--- src/design/cdt_pkg.sv ---
// ----------------------------------------------------------------------------
// Countdown timer package
// Codes, register offsets and result type shared by the timer modules.
// ----------------------------------------------------------------------------
`default_nettype none

package cdt_pkg;

  // Item kinds carried on the input tuser
  localparam logic [2:0] MODE_TICK  = 3'd0;
  localparam logic [2:0] MODE_READ  = 3'd1;
  localparam logic [2:0] MODE_WRITE = 3'd2;
  localparam logic [2:0] MODE_OTHER = 3'd3;
  localparam logic [2:0] MODE_RESET = 3'd4;

  typedef enum logic [2:0] {
    RESP_OK      = 3'd0,
    RESP_GENERIC = 3'd1,
    RESP_ADDR    = 3'd2,
    RESP_BURST   = 3'd3,
    RESP_BYTE_EN = 3'd4,
    RESP_CMD     = 3'd5
  } resp_e;

  // Register byte offsets
  localparam logic [4:0] OFS_CTRL   = 5'd0;
  localparam logic [4:0] OFS_LOAD   = 5'd4;
  localparam logic [4:0] OFS_VALUE  = 5'd8;
  localparam logic [4:0] OFS_STATUS = 5'd12;
  localparam logic [4:0] OFS_ID     = 5'd16;

  // CTRL bit positions
  localparam int unsigned CTL_EN  = 0;
  localparam int unsigned CTL_PER = 1;
  localparam int unsigned CTL_IE  = 2;

  // Configuration port register indexes
  localparam logic CFG_PERIOD = 1'b0;
  localparam logic CFG_ID     = 1'b1;

  localparam int unsigned CFG_AW = 3;
  localparam int unsigned OUT_W  = 40;

  typedef struct packed {
    resp_e       resp;
    logic [31:0] rdata;
    logic        irq;
  } cdt_result_t;

endpackage

`default_nettype wire

--- src/design/countdown_timer_registers_top.sv ---
// ----------------------------------------------------------------------------
// Countdown timer registers, top level
// Input register, timer core, result register and configuration port.
// ----------------------------------------------------------------------------
//  channel   | direction | fields
//  s_axis    | in        | tuser: mode; tdata: address, write_data, byte_lanes,
//            |           |   length_error, burst_error, lanes_empty
//  m_axis    | out       | tdata: response, read_data, irq
//  apb       | in        | 0x0 period_ticks, 0x4 id_value
//
//  One transfer per cycle sustained while m_axis is not stalled; each input is
//  held in the input register, then its result in the result register.
//  The timer state update for one item is a single step in the core, which
//  bounds the rate at one item per cycle.
//  Reset is asynchronous; the block accepts transfers right after reset.
//  A stall on m_axis holds the result register and then the input register.
// ----------------------------------------------------------------------------
`default_nettype none

module countdown_timer_registers_top
  import cdt_pkg::*;
#(
  parameter int unsigned ADDR_BITS = 12,
  localparam int unsigned IN_W = ((ADDR_BITS + 39 + 7) / 8) * 8
) (
  input  wire logic              clk_i,
  input  wire logic              rst_ni,
  input  wire logic              s_axis_tvalid,
  output logic                   s_axis_tready,
  // address, write_data, byte_lanes, length_error, burst_error, lanes_empty
  input  wire logic [IN_W-1:0]   s_axis_tdata,
  // mode
  input  wire logic [2:0]        s_axis_tuser,
  output logic                   m_axis_tvalid,
  input  wire logic              m_axis_tready,
  // response, read_data, irq
  output logic [OUT_W-1:0]       m_axis_tdata,
  input  wire logic              psel,
  input  wire logic              penable,
  input  wire logic              pwrite,
  input  wire logic [CFG_AW-1:0] paddr,
  input  wire logic [31:0]       pwdata,
  output logic [31:0]            prdata,
  output logic                   pready
);

  logic                 in_valid_q, in_valid_d;
  logic [2:0]           mode_q;
  logic [ADDR_BITS-1:0] addr_q;
  logic [31:0]          wdata_q;
  logic [3:0]           lanes_q;
  logic                 length_err_q, burst_err_q, lanes_empty_q;

  logic        out_valid_q, out_valid_d;
  cdt_result_t result_q, result_d;

  logic [15:0] period_q;
  logic [31:0] id_value_q;

  logic advance, step, in_fire, cfg_wr;

  assign advance       = !out_valid_q || m_axis_tready;
  assign step          = in_valid_q && advance;
  assign s_axis_tready = !in_valid_q || advance;
  assign in_fire       = s_axis_tvalid && s_axis_tready;
  assign in_valid_d    = in_fire || (in_valid_q && !step);
  assign out_valid_d   = step || (out_valid_q && !m_axis_tready);

  always_ff @(posedge clk_i or negedge rst_ni) begin
    if (!rst_ni) begin
      in_valid_q  <= 1'b0;
      out_valid_q <= 1'b0;
    end else begin
      in_valid_q  <= in_valid_d;
      out_valid_q <= out_valid_d;
    end
  end

  always_ff @(posedge clk_i) begin
    if (in_fire) begin
      mode_q        <= s_axis_tuser;
      addr_q        <= s_axis_tdata[ADDR_BITS-1:0];
      wdata_q       <= s_axis_tdata[ADDR_BITS+31:ADDR_BITS];
      lanes_q       <= s_axis_tdata[ADDR_BITS+35:ADDR_BITS+32];
      length_err_q  <= s_axis_tdata[ADDR_BITS+36];
      burst_err_q   <= s_axis_tdata[ADDR_BITS+37];
      lanes_empty_q <= s_axis_tdata[ADDR_BITS+38];
    end
    if (step) begin
      result_q <= result_d;
    end
  end

  cdt_core #(
    .ADDR_BITS(ADDR_BITS)
  ) u_core (
    .clk_i        (clk_i),
    .rst_ni       (rst_ni),
    .step_i       (step),
    .mode_i       (mode_q),
    .addr_i       (addr_q),
    .wdata_i      (wdata_q),
    .lanes_i      (lanes_q),
    .length_err_i (length_err_q),
    .burst_err_i  (burst_err_q),
    .lanes_empty_i(lanes_empty_q),
    .period_i     (period_q),
    .id_value_i   (id_value_q),
    .result_o     (result_d)
  );

  assign m_axis_tvalid = out_valid_q;
  assign m_axis_tdata  = {4'd0, result_q.irq, result_q.rdata, result_q.resp};

  // Configuration port: word-addressed, low address bits ignored
  assign pready = 1'b1;
  assign cfg_wr = psel && penable && pwrite && pready;

  always_ff @(posedge clk_i or negedge rst_ni) begin
    if (!rst_ni) begin
      period_q   <= 16'd1;
      id_value_q <= 32'd0;
    end else if (cfg_wr) begin
      unique case (paddr[2])
        CFG_PERIOD: period_q   <= pwdata[15:0];
        CFG_ID:     id_value_q <= pwdata;
        default:    period_q   <= period_q;
      endcase
    end
  end

  always_comb begin
    unique case (paddr[2])
      CFG_PERIOD: prdata = {16'd0, period_q};
      CFG_ID:     prdata = id_value_q;
      default:    prdata = 32'd0;
    endcase
  end

endmodule

`default_nettype wire

--- src/design/cdt_core.sv ---
// ----------------------------------------------------------------------------
// Countdown timer core
// Timer state registers and the single-step update for one transfer.
// ----------------------------------------------------------------------------
`default_nettype none

module cdt_core
  import cdt_pkg::*;
#(
  parameter int unsigned ADDR_BITS = 12
) (
  input  wire logic                 clk_i,
  input  wire logic                 rst_ni,
  input  wire logic                 step_i,
  input  wire logic [2:0]           mode_i,
  input  wire logic [ADDR_BITS-1:0] addr_i,
  input  wire logic [31:0]          wdata_i,
  input  wire logic [3:0]           lanes_i,
  input  wire logic                 length_err_i,
  input  wire logic                 burst_err_i,
  input  wire logic                 lanes_empty_i,
  input  wire logic [15:0]          period_i,
  input  wire logic [31:0]          id_value_i,
  output cdt_result_t               result_o
);

  logic [2:0]  ctrl_q, ctrl_d;
  logic [31:0] reload_q, reload_d;
  logic [31:0] count_q, count_d;
  logic        pending_q, pending_d;
  logic [15:0] phase_q, phase_d;

  logic [31:0] lane_mask;
  logic [15:0] per_eff;
  logic        hit_ctrl, hit_load, hit_value, hit_status, hit_id;
  resp_e       resp;
  logic [31:0] rdata;

  always_comb begin
    for (int b = 0; b < 4; b++) begin
      lane_mask[b*8 +: 8] = {8{lanes_i[b]}};
    end
  end

  assign per_eff    = (period_i == 16'd0) ? 16'd1 : period_i;
  assign hit_ctrl   = (addr_i == ADDR_BITS'(OFS_CTRL));
  assign hit_load   = (addr_i == ADDR_BITS'(OFS_LOAD));
  assign hit_value  = (addr_i == ADDR_BITS'(OFS_VALUE));
  assign hit_status = (addr_i == ADDR_BITS'(OFS_STATUS));
  assign hit_id     = (addr_i == ADDR_BITS'(OFS_ID));

  always_comb begin
    ctrl_d    = ctrl_q;
    reload_d  = reload_q;
    count_d   = count_q;
    pending_d = pending_q;
    phase_d   = phase_q;
    resp      = RESP_OK;
    rdata     = 32'd0;
    case (mode_i)
      MODE_TICK: begin
        if (ctrl_q[CTL_EN]) begin
          if (({1'b0, phase_q} + 17'd1) < {1'b0, per_eff}) begin
            phase_d = phase_q + 16'd1;
          end else begin
            phase_d = 16'd0;
            if (count_q != 32'd0) begin
              count_d = count_q - 32'd1;
            end
            if (count_q <= 32'd1) begin
              pending_d = 1'b1;
              if (ctrl_q[CTL_PER] && (reload_q != 32'd0)) begin
                count_d = reload_q;
              end else begin
                ctrl_d[CTL_EN] = 1'b0;
              end
            end
          end
        end
      end
      MODE_RESET: begin
        ctrl_d    = 3'd0;
        reload_d  = 32'd0;
        count_d   = 32'd0;
        pending_d = 1'b0;
        phase_d   = 16'd0;
      end
      default: begin
        if (length_err_i) begin
          resp = RESP_GENERIC;
        end else if (addr_i[1:0] != 2'b00) begin
          resp = RESP_ADDR;
        end else if (burst_err_i) begin
          resp = RESP_BURST;
        end else if (lanes_empty_i) begin
          resp = RESP_BYTE_EN;
        end else if (mode_i == MODE_READ) begin
          if (hit_ctrl) begin
            rdata = {29'd0, ctrl_q} & lane_mask;
          end else if (hit_load) begin
            rdata = reload_q & lane_mask;
          end else if (hit_value) begin
            rdata = count_q & lane_mask;
          end else if (hit_status) begin
            rdata = {31'd0, pending_q} & lane_mask;
          end else if (hit_id) begin
            rdata = id_value_i & lane_mask;
          end else begin
            resp = RESP_ADDR;
          end
        end else if (mode_i != MODE_WRITE) begin
          resp = RESP_CMD;
        end else if (hit_ctrl) begin
          ctrl_d = (ctrl_q & ~lane_mask[2:0]) | (wdata_i[2:0] & lane_mask[2:0]);
        end else if (hit_load) begin
          reload_d = (reload_q & ~lane_mask) | (wdata_i & lane_mask);
          count_d  = reload_d;
        end else if (hit_status) begin
          if (wdata_i[0] && lanes_i[0]) begin
            pending_d = 1'b0;
          end
        end else if (hit_value || hit_id) begin
          resp = RESP_CMD;
        end else begin
          resp = RESP_ADDR;
        end
      end
    endcase
    if (!ctrl_d[CTL_EN]) begin
      phase_d = 16'd0;
    end
  end

  assign result_o.resp  = resp;
  assign result_o.rdata = rdata;
  assign result_o.irq   = pending_d & ctrl_d[CTL_IE];

  always_ff @(posedge clk_i or negedge rst_ni) begin
    if (!rst_ni) begin
      ctrl_q    <= 3'd0;
      reload_q  <= 32'd0;
      count_q   <= 32'd0;
      pending_q <= 1'b0;
      phase_q   <= 16'd0;
    end else if (step_i) begin
      ctrl_q    <= ctrl_d;
      reload_q  <= reload_d;
      count_q   <= count_d;
      pending_q <= pending_d;
      phase_q   <= phase_d;
    end
  end

  a_phase_idle: assert property (@(posedge clk_i) disable iff (!rst_ni)
    !ctrl_q[CTL_EN] |-> (phase_q == 16'd0))
    else $error("tick phase not held while timer disabled");

  a_reg_reset: assert property (@(posedge clk_i) disable iff (!rst_ni)
    (step_i && (mode_i == MODE_RESET)) |=>
      ((ctrl_q == 3'd0) && (count_q == 32'd0) && (reload_q == 32'd0) && !pending_q))
    else $error("register reset left state behind");

  a_fail_hold: assert property (@(posedge clk_i) disable iff (!rst_ni)
    (step_i && (resp != RESP_OK)) |=>
      ($stable(ctrl_q) && $stable(reload_q) && $stable(count_q) && $stable(pending_q)))
    else $error("failed access changed timer state");

  a_tick_off: assert property (@(posedge clk_i) disable iff (!rst_ni)
    (step_i && (mode_i == MODE_TICK) && !ctrl_q[CTL_EN]) |=>
      ($stable(count_q) && $stable(pending_q)))
    else $error("tick advanced a disabled timer");

endmodule

`default_nettype wire
--- config.mk ---
export PLATFORM = sky130hd
export DESIGN_NAME = countdown_timer_registers_top
export DESIGN_NICKNAME = d
export VERILOG_FILES = /design/src/design/cdt_pkg.sv /design/src/design/countdown_timer_registers_top.sv /design/src/design/cdt_core.sv
export SDC_FILE = /design/constraint.sdc
export NUM_CORES = 1
export LEC_CHECK = 0
export ABC_AREA = 1
export BUFFER_PORTS_ARGS = -buffer_cell sky130_fd_sc_hd__buf_2
export CORE_UTILIZATION = 35
export CTS_CLUSTER_DIAMETER = 50
export DETAILED_ROUTE_END_ITERATION = 16
export HOLD_SLACK_MARGIN = 0.03
export SLEW_MARGIN = 20
export SYNTH_ARGS = -nofsm -noshare
export SYNTH_HDL_FRONTEND = slang
export SYNTH_HIERARCHICAL = 1
export SYNTH_SLANG_ARGS = --single-unit
--- constraint.sdc ---
create_clock -name clk_i -period 5.4 [get_ports clk_i]
set_input_delay 1.08 -clock clk_i [delete_from_list [all_inputs] [get_ports clk_i]]
set_output_delay 1.08 -clock clk_i [all_outputs]
set_load 0.01 [all_outputs]
**Word level (Yosys, flattened, before mapping)**

Cells that the tools add are included.

- Register bits after elaboration: 224
- Bits of input ports: 101
- Output and inout bits: 75

- Add/subtract/negate cells: 3
- Order comparisons: 2
- Equal/unequal tests: 25
- Muxes and demuxes: 68
- Bitwise gates (word level): 17
- Reductions and logical operators: 36

Operator list:

| operator | number |
|---|---|
| two-way mux 32 bit | 18 |
| case mux 32 bit (2 select lines) | 3 |
| AND 32 bit | 5 |
| two-way mux 16 bit | 4 |
| nonzero test 32 bit | 2 |
| two-way mux 3 bit | 18 |
| AND 1 x 32 -> 32 bit | 1 |
| AND 3 x 32 -> 32 bit | 1 |
| less-or-equal comparator 32 x 1 -> 1 bit, second input constant | 1 |
| inverter 32 bit | 1 |
| OR 32 bit | 1 |
| case mux 16 bit (2 select lines) | 1 |
| subtractor 32 x 1 -> 32 bit, second input constant | 1 |
| equality test 12 x 4 -> 1 bit, second input constant | 2 |
| two-way mux 1 bit | 18 |
| adder 16 x 1 -> 17 bit, second input constant | 1 |
| less-than comparator 17 x 16 -> 1 bit | 1 |
| adder 16 x 1 -> 16 bit, second input constant | 1 |
| logical NOT 16 bit | 1 |
| inequality test 3 bit, second input constant | 5 |
| equality test 12 x 3 -> 1 bit, second input constant | 1 |
| equality test 12 x 5 -> 1 bit, second input constant | 1 |
| logical NOT 12 bit | 1 |
| AND reduction 11 bit | 1 |
| 28 further kinds | 61 |

**Logic depth before layout (Yosys ltp)**

- Word-level depth: 13
- Gate-level depth with buffers: 22
- Mapped depth without buffers: 21

**Hierarchy**

Netlist, hierarchy kept.

By module, submodules not included:

| module | times used | cells an instance | area an instance (sq um) | seq. area each (sq um) |
|---|---|---|---|---|
| cdt_core | 1 | 1286 | 7848.8 | 2102.0 |
| countdown_timer_registers_top | 1 | 405 | 5071.1 | 3955.0 |

**Least setup slack after synthesis**

OpenSTA, ideal clock, no wires.

- Path type: input to register
- From: input m_axis_tready
- To: register u_core.reload_q[20]
- Library setup time: 0.127 ns
- Arrival: 4.012 ns
- Data required time: 5.273 ns
- Slack: 1.261 ns
- Stages on the path: 7
- Buffers on the path: 2
- Path through: inv_1 > a21oi_1 > clkbuf_1 > nand3b_1 > a21oi_4 > buf_2 > o21ai_0

- Cells in the longest elaborated chain, start to end: 3

Ends and longest elaborated chain:

| element | line | text |
|---|---|---|
| start, declared | countdown_timer_registers_top.sv:35 | `input wire logic m_axis_tready,` |
| logical OR 1 bit | countdown_timer_registers_top.sv:62 | `assign advance = !out_valid_q \|\| m_axis_tready;` |
| logical AND 1 bit | countdown_timer_registers_top.sv:63 | `assign step = in_valid_q && advance;` |
| via step | countdown_timer_registers_top.sv:60 | `logic advance, step, in_fire, cfg_wr;` |
| AND reduction 10 bit (no source line) | -- |  |
| end signal, assigned | cdt_core.sv:147 | `reload_q <= reload_d;` |
| end, declared | cdt_core.sv:28 | `logic [31:0] reload_q, reload_d;` |

The timed path passes the listed nets, and every way through them passes these cells.
A chain may end at the register's enable or synchronous reset.

**Worst setup path in the final report**

- From: register u_core.phase_q[0]
- To: register u_core.count_q[31]

- Cells in the longest elaborated chain, start to end: 4

Ends and longest elaborated chain:

| element | line | text |
|---|---|---|
| start, declared | cdt_core.sv:31 | `logic [15:0] phase_q, phase_d;` |
| start signal, assigned | cdt_core.sv:150 | `phase_q <= phase_d;` |
| adder 16 x 1 -> 17 bit | cdt_core.sv:63 | `if (({1'b0, phase_q} + 17'd1) < {1'b0, per_eff}) begin` |
| less-than comparator 17 x 16 -> 1 bit | cdt_core.sv:63 |  |
| inequality test 2 bit (no source line) | -- |  |
| AND reduction 11 bit (no source line) | -- |  |
| end signal, assigned | cdt_core.sv:148 | `count_q <= count_d;` |
| end, declared | cdt_core.sv:29 | `logic [31:0] count_q, count_d;` |

Every way passes these cells.

==> qor.csv <==
metric;value;unit
status;complete, no violations;
fmax;231;MHz
overflow;0;
drc;0;
worstSetupStartpointType;register;
arrival;4.74;ns
path_clk_slew;0.06;ns
start_util;35.5;%
fp.dieW;194;µm
final_antenna_net_count;0;
antenna_found_initial;0;
vias_per_cell;5.20;
p_leak;7.25;nW
power.net_switching;2.03;mW
fillCellCount;3711;
fin_skew;0.0184;ns
rsz0062_at_grt;false;
hp-start;period_q[0];
syn_area;0.0129;mm²
ys_seq_area_share;46.9;%
rows;70;
wl_per_cell;17.7;µm
hold_end;period_q[0];
crit_fanout;54;
grt_max_degree;77;
nets;1947;
cts_root_buf;clkbuf_16;
min_period_over_period;80.1;%
dp_hpwl;29.4;mm
p_clk_share;38.4;%
p_int;3.94;mW
syn_area_per_cell;7.64;µm²
die_h;194;µm
hold_path.class;register to register;
ys_types;44;
ios;176;
grt_pass1_vias;11671;
sequentialPowerShare;41.0;%
layout-drive-gt1-share;15.7;%
yosys_warnings;6;
final-max-slew-violation-count;0;
postCtsSetupRepairBufs;0;
grt_usage;21.8;%
preCtsSetupSlack;1.12;ns
setup_tns;0;ns
first_iter_violations;938;
dr.pass1.iters;6;
cts_buffers;35;
cts_max_path_buffers;3;
powerDensity;392;mW/mm²
die_area;0.0377;mm²
setup_violations;0;
p_comb_share;20.6;%
r2r-end;u_core/count_q[31];
finalWorstSetupSlack;1.08;ns
postCtsHoldBufs;0;
wl;41.1;mm
endpoint_kind;register;
core;0.0364;mm²
cts.sinks;224;
worstReg2RegStart;u_core/phase_q[0];
maxCapViolCount;0;
reg2reg_depth;17;
synthCells;1691;
multiInputGateArea;0.00591;mm²
grt_pass1_wl;64.9;mm
clk_latency;0.52;ns
whs_path_depth;2;
ir_worst_vdd;0.182;mV
critPathRequiredTime;5.82;ns
regArea;0.00606;mm²
synth_seq_cells;224;
synth_edf_count;90;
tightest_slew;1.06;ns
async_reset_ff_share;59.8;%
io_buffers;163;
diodes;0;
cts-resized-gates;0;
slew_headroom;29.0;%
cts_max_level;2;
syn2layout_area_growth;17.9;%
hold_viol;0;
switching_share;34.0;%
place.gp.congestion;0.944;
path_class;register to register;
cts_tree;done;
vias;12065;
period_needed;4.32;ns
ff2ff_setup_slack;1.08;ns
synth-main-ff-cell;dfrtp_1;
==> kinds of logic (layout without fill, tap and decap cells) <==
| family | count (synthesis) | in the layout | synth area share [%] |
|---|---|---|---|
| DFF | 224 | 224 | 46.9 |
| buffers and inverters | 224 | 383 | 7.58 |
| and+or+nand+nor | 1004 | 1004 | 33.7 |
| AOI/OAI and AO/OA | 198 | 198 | 8.62 |
| other | 2 | 5 | 0.0581 |
| xor gates and xnor gates | 20 | 20 | 1.36 |
| adders and majority gates | 19 | 19 | 1.84 |
==> layout by cell type, fill, tap and decap left out, drive strengths merged <==
master and count:
nand3b 5, dfstp 1, a21o 1, buf 179
a31oi 5, nor2 136, or2 4, edfxtp 90
o21ai 108, xor2 10, nor4 1, conb 5
o21a 2, o221ai 3, inv 145, a211oi 1
a21oi 45, ha 19, xnor2 10, dfrtp 133
nand4 23, clkinvlp 4, o211ai 31, nand2 594
o211a 1, nand3 223, clkbuf 44, and2 2
o22ai 1, bufinv 3, clkinv 8, nor3 16
==> metal layers <==
metal	GRT usage, %	share of wire [%]
met5	0	0
met4	6.00	2.0
met3	3.27	6.9
met2	33.7	45
met1	31.7	46
==> power groups by stage <==
stage | Clock [mW] | Combinational [mW] | Sequential, mW
after detailed placement | 0 | 1.22 | 2.46
after global routing | 2.40 | 1.40 | 2.48
after global placement | 0 | 1.20 | 2.46
final | 2.29 | 1.23 | 2.44
after floorplan | 0 | 0.853 | 2.31
after CTS | 2.35 | 1.22 | 2.43
==> through the flow <==
| step | instance area (µm²) | std cells | total power, mW | util (%) | hold WS (ns) |
|---|---|---|---|---|---|
| after floorplan | 12900 | 1694 | 3.17 | - | 0.447 |
| after global placement | 14000 | 2258 | 3.66 | 38.5 | 0.480 |
| after detailed placement | 14000 | 2258 | 3.68 | 38.5 | 0.487 |
| after CTS | 15200 | 2321 | 6.00 | 41.8 | 0.504 |
| after global routing | 15200 | 2321 | 6.28 | 41.8 | 0.513 |
| final | 15200 | 2321 | 5.97 | 41.8 | 0.500 |
==> cell usage after synthesis (19+ instances only) <==
| master | instances | share of area, % |
|---|---|---|
| o21ai_0 | 89 | 3.4 |
| o211ai_1 | 31 | 1.8 |
| inv_1 | 133 | 3.9 |
| a21oi_1 | 44 | 1.7 |
| nor2_1 | 123 | 3.6 |
| nand4_1 | 22 | 1.1 |
| buf_2 | 29 | 1.1 |
| o21ai_1 | 19 | 0.74 |
| edfxtp_1 | 90 | 21 |
| clkbuf_1 | 36 | 1.0 |
| nand3_1 | 211 | 8.2 |
| nand2_1 | 587 | 17 |
| ha_1 | 19 | 1.8 |
| dfrtp_1 | 133 | 26 |
==> how the worst max path moves through the flow <==
| stage | startpoint | to | cells past startpoint |
|---|---|---|---|
| floorplan | m_axis_tready | u_core/reload_q[20] | 7 |
| global placement | u_core/phase_q[0] | u_core/count_q[9] | 16 |
| detailed placement | u_core/phase_q[0] | u_core/count_q[31] | 17 |
| CTS | u_core/phase_q[0] | u_core/count_q[31] | 17 |
| global route | u_core/phase_q[0] | u_core/count_q[3] | 16 |
| finish | u_core/phase_q[0] | u_core/count_q[31] | 17 |
==> state kept, by name (all words and copies together) (netlist names) <==
name	cells
addr_q	12
burst_err_q	1
id_value_q	32
in_valid_q	1
lanes_empty_q	1
lanes_q	4
length_err_q	1
m_axis_tdata	36
m_axis_tvalid	1
mode_q	3
period_q	16
u_core/count_q	32
u_core/ctrl_q	3
u_core/pending_q	1
u_core/phase_q	16
u_core/reload_q	32
wdata_q	32
==> final cells by class <==
type | count | share of cell area [%]
tap | 468 | 3.85
inverter | 141 | 3.48
timing repair buffer | 179 | 6.24
clock buffer | 44 | 6.45
multi-input combinational | 1246 | 38.8
sequential | 224 | 39.8
clock inverter | 19 | 1.39
==> worst max-delay path, stage by stage, from the launching register on <==
cell and delay (ns):
dfrtp_1 0.46, ha_1 0.22, nand2_1 0.09, nor3_2 0.25, nand3_2 0.15, nor2_1 0.16, nand3_1 0.10, xor2_1 0.18
inv_1 0.06, ha_1 0.29, nand3_1 0.10, nor3_1 0.20, nand2_1 0.30, nand3_1 0.22, nand2_1 0.33, inv_2 0.82
nand2_1 0.15, o21ai_0 0.11
No activity file was read; power rests on OpenSTA's default activity.
